### src/chhc_pkg.sv
// Shared types, constants and helper functions for the chained hash colour histogram.
`timescale 1ns / 1ps
package chhc_pkg;

  localparam int BIN_ADDR_BITS = 14;
  localparam int NUM_BINS      = 1 << BIN_ADDR_BITS;
  localparam int ENTRY_DEPTH   = 4096;
  localparam int ENTRY_W       = $clog2(ENTRY_DEPTH);
  localparam int BIN_W         = BIN_ADDR_BITS;
  localparam int HASH_W        = 16;
  localparam int COLOR_W       = 32;
  localparam int WEIGHT_W      = 14;
  localparam int IDX_W         = 12;
  localparam int STATUS_W      = 3;

  localparam logic [WEIGHT_W-1:0] COUNT_MAX = WEIGHT_W'(10000);

  typedef enum logic [1:0] {
    ACT_ADD   = 2'd0,
    ACT_CLEAR = 2'd1,
    ACT_READ  = 2'd2,
    ACT_SPARE = 2'd3
  } action_t;

  typedef enum logic [STATUS_W-1:0] {
    ST_EXISTING = 3'd0,
    ST_NEW      = 3'd1,
    ST_DROPPED  = 3'd2,
    ST_CLEARED  = 3'd3,
    ST_READ     = 3'd4
  } status_code_t;

  // controller -> datapath
  typedef struct packed {
    logic         load;
    logic         head_rd;
    logic         walk_head;
    logic         walk_next;
    logic         tail_upd;
    logic         freq_wr;
    logic         ins_wr;
    logic         link_wr;
    logic         clr;
    logic         set_full;
    logic         entry_rd;
    logic         finish;
    status_code_t code;
  } chhc_cmd_t;

  // datapath -> controller
  typedef struct packed {
    logic head_ok;
    logic first;
    logic hash_ok;
    logic match;
    logic next_zero;
    logic at_cap;
    logic full;
  } chhc_stat_t;

  function automatic logic [BIN_W-1:0] bin_of(input logic [COLOR_W-1:0] rgba);
    logic [HASH_W-1:0] h;
    h = (HASH_W'(rgba[7:0]) << 6) | (HASH_W'(rgba[15:8]) << 4) |
        (HASH_W'(rgba[23:16]) << 2) | HASH_W'(rgba[31:24]);
    return h[BIN_W-1:0];
  endfunction

  function automatic logic [WEIGHT_W-1:0] sat_add(input logic [WEIGHT_W-1:0] base,
                                                  input logic [WEIGHT_W-1:0] w);
    logic [WEIGHT_W:0] s;
    s = {1'b0, base} + {1'b0, w};
    return (s > {1'b0, COUNT_MAX}) ? COUNT_MAX : s[WEIGHT_W-1:0];
  endfunction

endpackage

### src/chhc_ctrl.sv
// Controller state machine: sequences head lookup, chain walk, insert, clear and read-back.
`timescale 1ns / 1ps
module chhc_ctrl import chhc_pkg::*; (
  input  logic       clk,
  input  logic       rst,
  input  logic       start,
  input  logic [1:0] action,
  input  chhc_stat_t stat,
  output chhc_cmd_t  cmd,
  output logic       busy,
  output logic       done
);

  typedef enum logic [5:0] {
    S_IDLE = 6'b000001,
    S_HEAD = 6'b000010,
    S_CMP  = 6'b000100,
    S_INS  = 6'b001000,
    S_LINK = 6'b010000,
    S_RDW  = 6'b100000
  } state_t;

  state_t state, state_next;

  always_ff @(posedge clk) begin
    if (rst) begin
      state <= S_IDLE;
      done  <= 1'b0;
    end else begin
      state <= state_next;
      done  <= cmd.finish;
    end
  end

  assign busy = (state != S_IDLE);

  always_comb begin
    cmd        = '0;
    state_next = state;
    case (state)
      S_IDLE: begin
        if (start) begin
          cmd.load = 1'b1;
          case (action_t'(action))
            ACT_ADD: begin
              if (stat.full) begin
                cmd.finish = 1'b1;
                cmd.code   = ST_DROPPED;
              end else begin
                cmd.head_rd = 1'b1;
                state_next  = S_HEAD;
              end
            end
            ACT_CLEAR: begin
              cmd.clr    = 1'b1;
              cmd.finish = 1'b1;
              cmd.code   = ST_CLEARED;
            end
            default: begin
              cmd.entry_rd = 1'b1;
              state_next   = S_RDW;
            end
          endcase
        end
      end
      S_HEAD: begin
        if (stat.head_ok) begin
          cmd.walk_head = 1'b1;
          state_next    = S_CMP;
        end else begin
          state_next = S_INS;
        end
      end
      S_CMP: begin
        // a stale head left from before a clear points at an entry of another bin
        if (stat.first && !stat.hash_ok) begin
          state_next = S_INS;
        end else if (stat.match) begin
          cmd.freq_wr = 1'b1;
          cmd.finish  = 1'b1;
          cmd.code    = ST_EXISTING;
          state_next  = S_IDLE;
        end else begin
          cmd.tail_upd = 1'b1;
          if (stat.next_zero) begin
            state_next = S_INS;
          end else begin
            cmd.walk_next = 1'b1;
          end
        end
      end
      S_INS: begin
        if (stat.at_cap) begin
          cmd.set_full = 1'b1;
          cmd.finish   = 1'b1;
          cmd.code     = ST_DROPPED;
          state_next   = S_IDLE;
        end else begin
          cmd.ins_wr = 1'b1;
          state_next = S_LINK;
        end
      end
      S_LINK: begin
        cmd.link_wr = 1'b1;
        cmd.finish  = 1'b1;
        cmd.code    = ST_NEW;
        state_next  = S_IDLE;
      end
      S_RDW: begin
        cmd.finish = 1'b1;
        cmd.code   = ST_READ;
        state_next = S_IDLE;
      end
      default: begin
        state_next = S_IDLE;
      end
    endcase
  end

  a_finish_idle: assert property (@(posedge clk) disable iff (rst)
    cmd.finish |=> !busy)
    else $error("controller not idle after finishing a transaction");

  a_clear_one_cycle: assert property (@(posedge clk) disable iff (rst)
    (start && !busy && action == ACT_CLEAR) |=> done)
    else $error("clear transaction did not complete in one cycle");

  a_state_onehot: assert property (@(posedge clk) disable iff (rst)
    $onehot(state))
    else $error("controller state not one-hot");

endmodule

### config.mk
export PLATFORM = sky130hd
export DESIGN_NAME = chhc_ctrl
export DESIGN_NICKNAME = d
export VERILOG_FILES = /design/src/chhc_pkg.sv /design/src/chhc_ctrl.sv
export SDC_FILE = /design/constraint.sdc
export NUM_CORES = 1
export LEC_CHECK = 0
export BUFFER_PORTS_ARGS = -buffer_cell sky130_fd_sc_hd__buf_2
export CORE_AREA = 10 10 47 49
export DETAILED_ROUTE_END_ITERATION = 12
export DIE_AREA = 0 0 57 59
export GPL_TIMING_DRIVEN = 0
export PLACE_DENSITY_LB_ADDON = 0.2
export SLEW_MARGIN = 20
export SYNTH_ARGS = -nofsm -noshare
export SYNTH_HDL_FRONTEND = slang
export SYNTH_SLANG_ARGS = --single-unit
### constraint.sdc
create_clock -name clk -period 3.2 [get_ports clk]
set_input_delay 0.48 -clock clk [delete_from_list [all_inputs] [get_ports clk]]
set_output_delay 0.48 -clock clk [all_outputs]
set_load 0.01 [all_outputs]
# Word level (Yosys, flattened, before mapping)

Cells that the tools add are included.

Word-level logic and storage cells: 56
Output and inout port bits: 17
Input port bits: 12
Register bits: 7

Reductions and logical operators: 5
Equality and inequality tests: 12
Mux-type cells: 37

Operators with widths:

| cell                                                                  | count |
|---|---|
| 6-bit two-way mux                                                     | 5 |
| 6-bit case mux with 4 select lines                                    | 1 |
| 4-bit two-way mux                                                     | 5 |
| 4-bit case mux with 5 select lines                                    | 1 |
| 1-bit two-way mux                                                     | 16 |
| 6-bit case mux with 2 select lines                                    | 1 |
| 5-bit two-way mux                                                     | 2 |
| 4-bit case mux with 2 select lines                                    | 1 |
| 6-bit by 1-bit equality test with 1-bit output, second input constant | 1 |
| 6-bit by 2-bit equality test with 1-bit output, second input constant | 1 |
| 6-bit by 3-bit equality test with 1-bit output, second input constant | 1 |
| 6-bit by 4-bit equality test with 1-bit output, second input constant | 1 |
| 6-bit by 5-bit equality test with 1-bit output, second input constant | 1 |
| 6-bit equality test, second input constant                            | 1 |
| 2-bit two-way mux                                                     | 3 |
| 3-bit two-way mux                                                     | 2 |
| 6-bit by 1-bit != test with 1-bit output, second input constant       | 1 |
| 2-bit != test, second input constant                                  | 2 |
| 4-bit != test, second input constant                                  | 1 |
| 4-bit AND reduction                                                   | 1 |
| 3-bit != test, second input constant                                  | 1 |
| 2-bit by 1-bit equality test with 1-bit output, second input constant | 1 |
| 2-bit logical NOT                                                     | 1 |
| 2-bit OR reduction                                                    | 1 |
| other kinds (2)                                                       | 2 |

# Depth between registers and ports, before layout

Gate-level depths: netlist (run 1).

Depth in word-level cells: 5
Mapped depth: 4

# Worst setup path before layout (run 1)

OpenSTA, ideal clock, no wires.

Kind: input to output
Start: input stat[5] (netlist name)
End: output cmd[3] (netlist name)
Slack: 1.283 ns
Arrival time: 1.437 ns
Path buffers: 0
Stages: 4
Cell sequence: nor2b_1 > nand4b_1 > inv_1 > or3_1

RTL lines:

| element            | line           | source |
|---|---|---|
| start: declaration | chhc_ctrl.sv:8 | `input chhc_stat_t stat,` |
| end: declaration   | chhc_ctrl.sv:9 | `output chhc_cmd_t cmd,` |

==> summary.md, run 1 <==
| Metric | Value |
|---|---|
| Outcome | completed |
| Mean Syn Cell Area | 9.430 um^2 |
| Clk_skew | 0.006209 ns |
| Met3 WL | 122 um |
| First-pass GRT wire length | 2.297 mm |
| Post-synth EDFFs | 0 |
| Routed met1 length | 617 um |
| H-tree levels | 1 |
| Initial antenna violation count | 0 |
| Vias in the first global route | 517 |
| Least-Margin Pin Slew | 0.4054 ns |
| CP max FO | 5 |
| Min Hold Slack | 0.4200 ns |
| Fillers | 149 |
| Area after DPL | 669.4 um^2 |
| Clock Power Share | 28.1% |
| Total setup buffers inserted after CTS | 0 |
| CP Capture Type | primary output |
| Relative slew slack | 72.77% |
| Via count | 518 |
| Static Leak | 0.3659 nW |
| GP Congestion | 0.7951 |
| GRT Overall Usage | 8.380% |
| Yosys Warn Count | 0 |
| Post-Syn Instances | 54 |
| Final ANT Viol Nets | 0 |
| Fin. max-slew vios | 0 |
| Largest net degree at the start of global routing | 7 |
| Fin crit period | 2.162 ns |
| Element type at the critical path start | flop |
| Async S/R FF share, synth | 0% |
| Setup violations, final | 0 |
| Skew-Pair Late Insertion Delay | 0.26 ns |
| Tot Pwr | 0.2862 mW |
| Residual DRC count | 0 |
| PostCTS Resize Cnt | 0 |
| Max cap viols | 0 |
| Layout cells sized above 1 | 47.67% |
| Syn Nets | 66 |
| CP Data Arrival Time | 1.68 ns |
| Top post-synthesis cells by area | dfxtp_1 28%, nor4_4 13%, nand4b_1 5.2% |
| Internal | 0.1860 mW |
| Clock Tree Root | clkbuf_4 |
| Switching pwr | 0.1002 mW |
| Worst hold path class | input pin to flop |
| Flops & latches, synth | 7 |
| Starting density of the core | 36.34% |
| WL/cell | 13.94 um |
| Total Wirelength | 1.422 mm |
| Worst Path Required | 2.72 ns |
| Seq pwr share | 37.0% |
| Vias/cell | 5.078 |
| P&R area growth vs syn | 36.86% |
| Library cells used by synthesis | 28 |
| Hold Violations, Final | 0 |
| Worst Setup SP | state[1]$_SDFFE_PP0P_ |
| # clock sinks | 7 |
| Die area | 3363 um^2 |
| Crit-path slowest cell | nor4_4 |
| Grt ovf | 0 |
| Die height | 59 um |
| Top FF cell, synth | dfxtp_1 |
| Met2 wire length | 667 um |
| Period utilisation layout | 67.55% |
| Peak VDD IR | 0.2464 mV |
| Cell accounting for the most synthesized area | dfxtp_1 |
| Num rows | 14 |
| Pwr/cell area | 410.6 nW/um^2 |
| Final instance area | 696.9 um^2 |
| Worst-path clk slew | 0.06 ns |
| Core Region | 1401 um^2 |
| Number of DRC markers in iteration 0 | 4 |
| Fmax | 462.6 MHz |
| Combinational power share | 34.8% |
| Critical path, cell by cell | nor4_4 -> nand4b_1 -> o21ai_2 -> or3_1 -> buf_2 |
| DIE WIDTH | 57 um |
| Crit path kind | flop to primary output |
| Detailed placer's ending HPWL | 1.204 mm |
| Fin nets | 99 |
| Io pins | 29 |
| Clock Path Buffers | 2 |
| Sequential area share after synthesis | 27.52% |
| RSZ-0062 raised after global routing | no |
| CTS Buf Count | 3 |
| CTS Hold Bufs | 0 |
| Mapped cell area | 509.2 um^2 |
| Top Layer Used | met4 |
| Max incr delay on CP | 0.45 ns |
| Pre-CTS setup slack | 1.084 ns |
| Yosys top cell area share | 27.52% |
| Final worst-path setup slack | 1.038 ns |
| Total negative slack | 0 ns |
| Worst hold start | stat[1] |
| Worst r2r src | state[1]$_SDFFE_PP0P_ |
| Antenna Cells | 0 |
| TritonRoute pass-1 iters | 4 |
| CTS tree | built |
| Sw Share | 35.00% |
| Port bufs | 28 |
==> cells by family (layout without fill, tap and decap cells) <==
group,Yosys count,count (layout),synth area share (%)
buf+inv,5,37,3.686
flops,7,7,27.52
simple gates,35,35,56.02
compound gates,7,7,12.78
==> cells in the mapped netlist (all sizes together) (2+ instances only) <==
master,instances
nand2b,2
o21ai,2
nand2,2
nor3,2
dfxtp,7
nand4b,3
nor2b,3
nor2,5
nand3b,3
inv,5
nor4,6
==> cell type report <==
| class | count | area [um^2] | share of cell area (%) |
|---|---|---|---|
| well taps | 16 | 20.02 | 2.873 |
| clock inverters | 1 | 5.005 | 0.7181 |
| repair buffers | 28 | 140.1 | 20.11 |
| flip-flops and latches | 7 | 140.1 | 20.11 |
| inverters | 5 | 18.77 | 2.693 |
| multi-input cells | 42 | 350.3 | 50.27 |
| clock buffers | 3 | 22.52 | 3.232 |
==> routing by layer <==
| metal | vias to the layer above | GRT usage [%] |
|---|---|---|
| met5 | - | 0 |
| met4 | 0 | 2.013 |
| met3 | 3 | 5.150 |
| met2 | 19 | 13.49 |
| met1 | 232 | 9.146 |
| li1 | 264 | - |
==> registers in the layout, summed over array words and instances, names as in the netlist <==
signal  cells
state       6
done        1
==> path summary, 6_finish.rpt <==
| kind | to | slack (ns) | cells after the start |
|---|---|---|---|
| hold reg to reg | state[1]$_SDFFE_PP0P_ | 0.63 | 2 |
| setup reg to reg | state[2]$_SDFFE_PP0P_ | 1.71 | 4 |
| setup / recovery | cmd[3] | 1.04 | 5 |
| hold / removal | state[4]$_SDFFE_PP0P_ | 0.42 | 2 |
==> cell usage in the layout, fill, tap and decap left out, drive strengths merged, types with 2 or more instances in the layout <==
master / n
nor2b: 3
inv: 5
nand2b: 2
dfxtp: 7
nand3b: 3
nand4b: 3
nor4: 6
buf: 28
clkbuf: 3
nor3: 2
nand2: 2
o21ai: 2
nor2: 5
==> power by group through the flow <==
| stage | combinational [mW] | clock, mW | sequential, mW |
|---|---|---|---|
| 2_1_floorplan | 0.0678 | 0 | 0.106 |
| 3_3_place_gp | 0.0998 | 0 | 0.107 |
| 3_5_place_dp | 0.102 | 0 | 0.107 |
| 4_1_cts | 0.102 | 0.0830 | 0.106 |
| 5_1_grt | 0.111 | 0.0917 | 0.107 |
| 6_report | 0.0997 | 0.0805 | 0.106 |
==> worst max-delay path: cells and delay by family, from the launching register on <==
family | cells | cell delay (ns)
buffers and inverters | 1 | 0.12
AND/OR/NAND/NOR | 3 | 0.82
AO/OA/AOI/OAI | 1 | 0.13
flip-flops | 1 | 0.35
==> per-stage QoR <==
step	util, %	instances
global route	49.73	102
floorplan	-	54
global placement	47.77	98
CTS	49.73	102
detailed placement	47.77	98
finish	49.73	102
No activity file was read; power rests on OpenSTA's default activity.
==> run 2: changes to the inputs <==
Settings changed: ABC_AREA from default to 1, CORE_AREA 10 10 47 49 to default, CORE_MARGIN from default to 10, CORE_UTILIZATION from default to 42, DIE_AREA 0 0 57 59 to default.
Clock period 3.2 ns to 2 ns, I/O delays scaled along.
==> summary.md, run 2 <==
| Metric | Value |
|---|---|
| Outcome | completed |
| Mapped cell area | 548.0 um^2 |
| Largest family of logic cells by synthesized area | simple AND/OR/NAND/NOR gates |
| Die height | 56.12 um |
| Critical path, cell by cell | nor2_4 -> nand2_2 -> nor2_4 -> nand2_2 -> nor3_1 -> buf_2 |
| Residual DRC count | 0 |
| Fin. max-slew vios | 0 |
| Worst-path clk slew | 0.05 ns |
| Vias/cell | 4.787 |
| Simple-Gate Fraction of Synth Area | 54.11% |
| Clock Tree Root | clkbuf_4 |
| Layout cells sized above 1 | 32.28% |
| WL/cell | 11.21 um |
| GRT Overall Usage | 9.955% |
| Initial antenna violation count | 0 |
| Pwr/cell area | 632.7 nW/um^2 |
| Largest registers | state x6, done x1 |
| Max reg flops | 6 |
| CTS Hold Bufs | 0 |
| CP Data Arrival Time | 1.43 ns |
| Worst Path Required | 1.70 ns |
| Fmax | 577.0 MHz |
| Top-count cell post-synth | inv_1 |
| PostCTS Resize Cnt | 0 |
| GP Congestion | 0.7901 |
| Antenna Cells | 0 |
| Total negative slack | 0 ns |
| Total setup buffers inserted after CTS | 0 |
| RSZ-0062 raised after global routing | no |
| Hold Violations, Final | 0 |
| Hold path endpoint | state[4]$_SDFFE_PP0P_ |
| Num rows | 12 |
| Hold depth | 2 |
| Compound-Gate Fraction of Synth Area | 4.566% |
| Post-synth EDFFs | 0 |
| Grt ovf | 0 |
| Tot Pwr | 0.4631 mW |
| Clk_skew | 0.002024 ns |
| DIE WIDTH | 56.12 um |
| Setup violations, final | 0 |
| Static Leak | 0.4820 nW |
| Most common cell after layout, fill and taps aside | buf_2 |
| Library cells used by synthesis | 15 |
| Fin crit period | 1.733 ns |
| Crit-path slowest cell | dfxtp_1 |
| Top post-synthesis cells by area | dfxtp_1 26%, inv_1 16%, nor2_1 14% |
| Register area | 140.1 um^2 |
| TritonRoute pass-1 iters | 4 |
| Crit path max-delay family | simple AND/OR/NAND/NOR gates |
| Reg2reg path depth | 6 |
| Post-route insts no fill | 141 |
| Most frequent cells in the layout | 28 x buf_2, 23 x inv_1, 20 x nor2_1 |
| Xor-xnor portion of the synthesized cell area | 0% |
| Synth cell count leaders | 23 x inv_1, 20 x nor2_1, 15 x nand2_1 |
| Reg-to-Reg End | state[3]$_SDFFE_PP0P_ |
| CTS Buf Count | 3 |
| CP Capture Type | primary output |
| Least-Margin Pin Slew | 0.2708 ns |
| Port bufs | 28 |
| Peak VDD IR | 0.4167 mV |
| Max cap viols | 0 |
| P&R area growth vs syn | 33.56% |
| Max incr delay on CP | 0.34 ns |
| Async S/R FF share, synth | 0% |
| CP max FO | 10 |
| Relative slew slack | 81.76% |
| Syn Nets | 107 |
| Mux contribution to synthesized area | 0% |
| CTS tree | built |
| Via count | 675 |
| Starting density of the core | 46.79% |
| Skew-Pair Late Insertion Delay | 0.25 ns |
| Mean Syn Cell Area | 5.769 um^2 |
| Yosys Warn Count | 0 |
| Core Region | 1171 um^2 |
| Fillers | 119 |
| R2R Setup Slk | 0.83 ns |
| Post-Syn Instances | 95 |
| Number of DRC markers in iteration 0 | 12 |
| Final ANT Viol Nets | 0 |
| Yosys top cell area share | 25.57% |
| H-tree levels | 1 |
| Sequential area share after synthesis | 25.57% |
| Vias in the first global route | 622 |
| Fin nets | 140 |
| Die area | 3149 um^2 |
| Cell accounting for the most synthesized area | dfxtp_1 |
| Placed Instances | 137 |
| Worst hold path class | input pin to flop |
| First-pass GRT wire length | 2.559 mm |
| # clock sinks | 7 |
| Synth Area in Adders | 0% |
| Worst hold start | stat[1] |
| Flops & latches, synth | 7 |
| Largest Register | state |
| Worst r2r src | state[5]$_SDFFE_PP0P_ |
| Critical path buffer and inverter count | 1 |
| Largest net degree at the start of global routing | 11 |
| Top FF cell, synth | dfxtp_1 |
| Crit path kind | flop to primary output |
| Detailed placer's ending HPWL | 1.383 mm |
| Period utilisation layout | 86.66% |
| Multi-input gate area | 321.6 um^2 |
| Clock Path Buffers | 2 |
| Total Wirelength | 1.580 mm |
| Io pins | 29 |
| Element type at the critical path start | flop |
## run 2: changes by cell type after synthesis, sizes merged, moves of 5 or more
cell   before  now
nor2        5   25
nor4        6    1
nand3       0    7
nand4       1    6
nand2       2   19
inv         5   23
## run 2: cells by family (layout without fill, tap and decap cells)
kind of cell           Yosys count  count (layout)
AO/OA/AOI/OAI                    5               5
flip-flops                       7               7
AND/OR/NAND/NOR                 60              60
buffers and inverters           23              55
## run 2: worst max path at each step
stage                               start  endpoint  slack [ns]  depth (start not counted)
floorplan           state[5]$_SDFFE_PP0P_   cmd[13]        0.63                          5
global placement    state[5]$_SDFFE_PP0P_   cmd[13]        0.55                          6
detailed placement              action[0]    cmd[3]        0.54                          8
CTS                 state[5]$_SDFFE_PP0P_   cmd[13]        0.26                          6
global route        state[5]$_SDFFE_PP0P_   cmd[13]        0.16                          6
finish              state[5]$_SDFFE_PP0P_   cmd[13]        0.27                          6
## run 2: layout make-up
| cell class | instances | share of cell area, % |
|---|---|---|
| clock buffer | 4 | 3.590 |
| inverter | 23 | 11.79 |
| multi-input combinational | 65 | 43.93 |
| sequential | 7 | 19.15 |
| tap | 14 | 2.393 |
| timing repair buffer | 28 | 19.15 |
## run 2: layer usage
layer | up-vias | GRT usage (%) | part of all wire [%]
met2 | 21 | 16.85 | 51
met5 | - | 0 | 0
met4 | 0 | 5.802 | 1.5
li1 | 354 | - | -
met3 | 4 | 4.556 | 5.2
met1 | 296 | 9.665 | 42
## run 2: worst register-to-register path: cells and delay by family (launching register included)
kind / cells / cell delay (ns)
and+or+nand+nor: 6 / 0.71
DFF: 1 / 0.34
## run 2: metrics by stage
stage,setup WS (ns),instance area (um^2),hold slack (ns),util (%)
floorplan,0.6251,548.0,0.3691,-
global placement,0.5504,705.7,0.5013,60.26
detailed placement,0.5402,705.7,0.5018,60.26
CTS,0.2636,732.0,0.2421,62.50
global route,0.1566,732.0,0.2360,62.50
finish,0.2668,732.0,0.2471,62.50
## run 2: power by group
part	switching, mW	leakage (nW)	total (mW)	internal [mW]
Sequential	0.00925	0.0570	0.160	0.151
Clock	0.0491	0.0150	0.125	0.0759
Combinational	0.114	0.410	0.178	0.0642
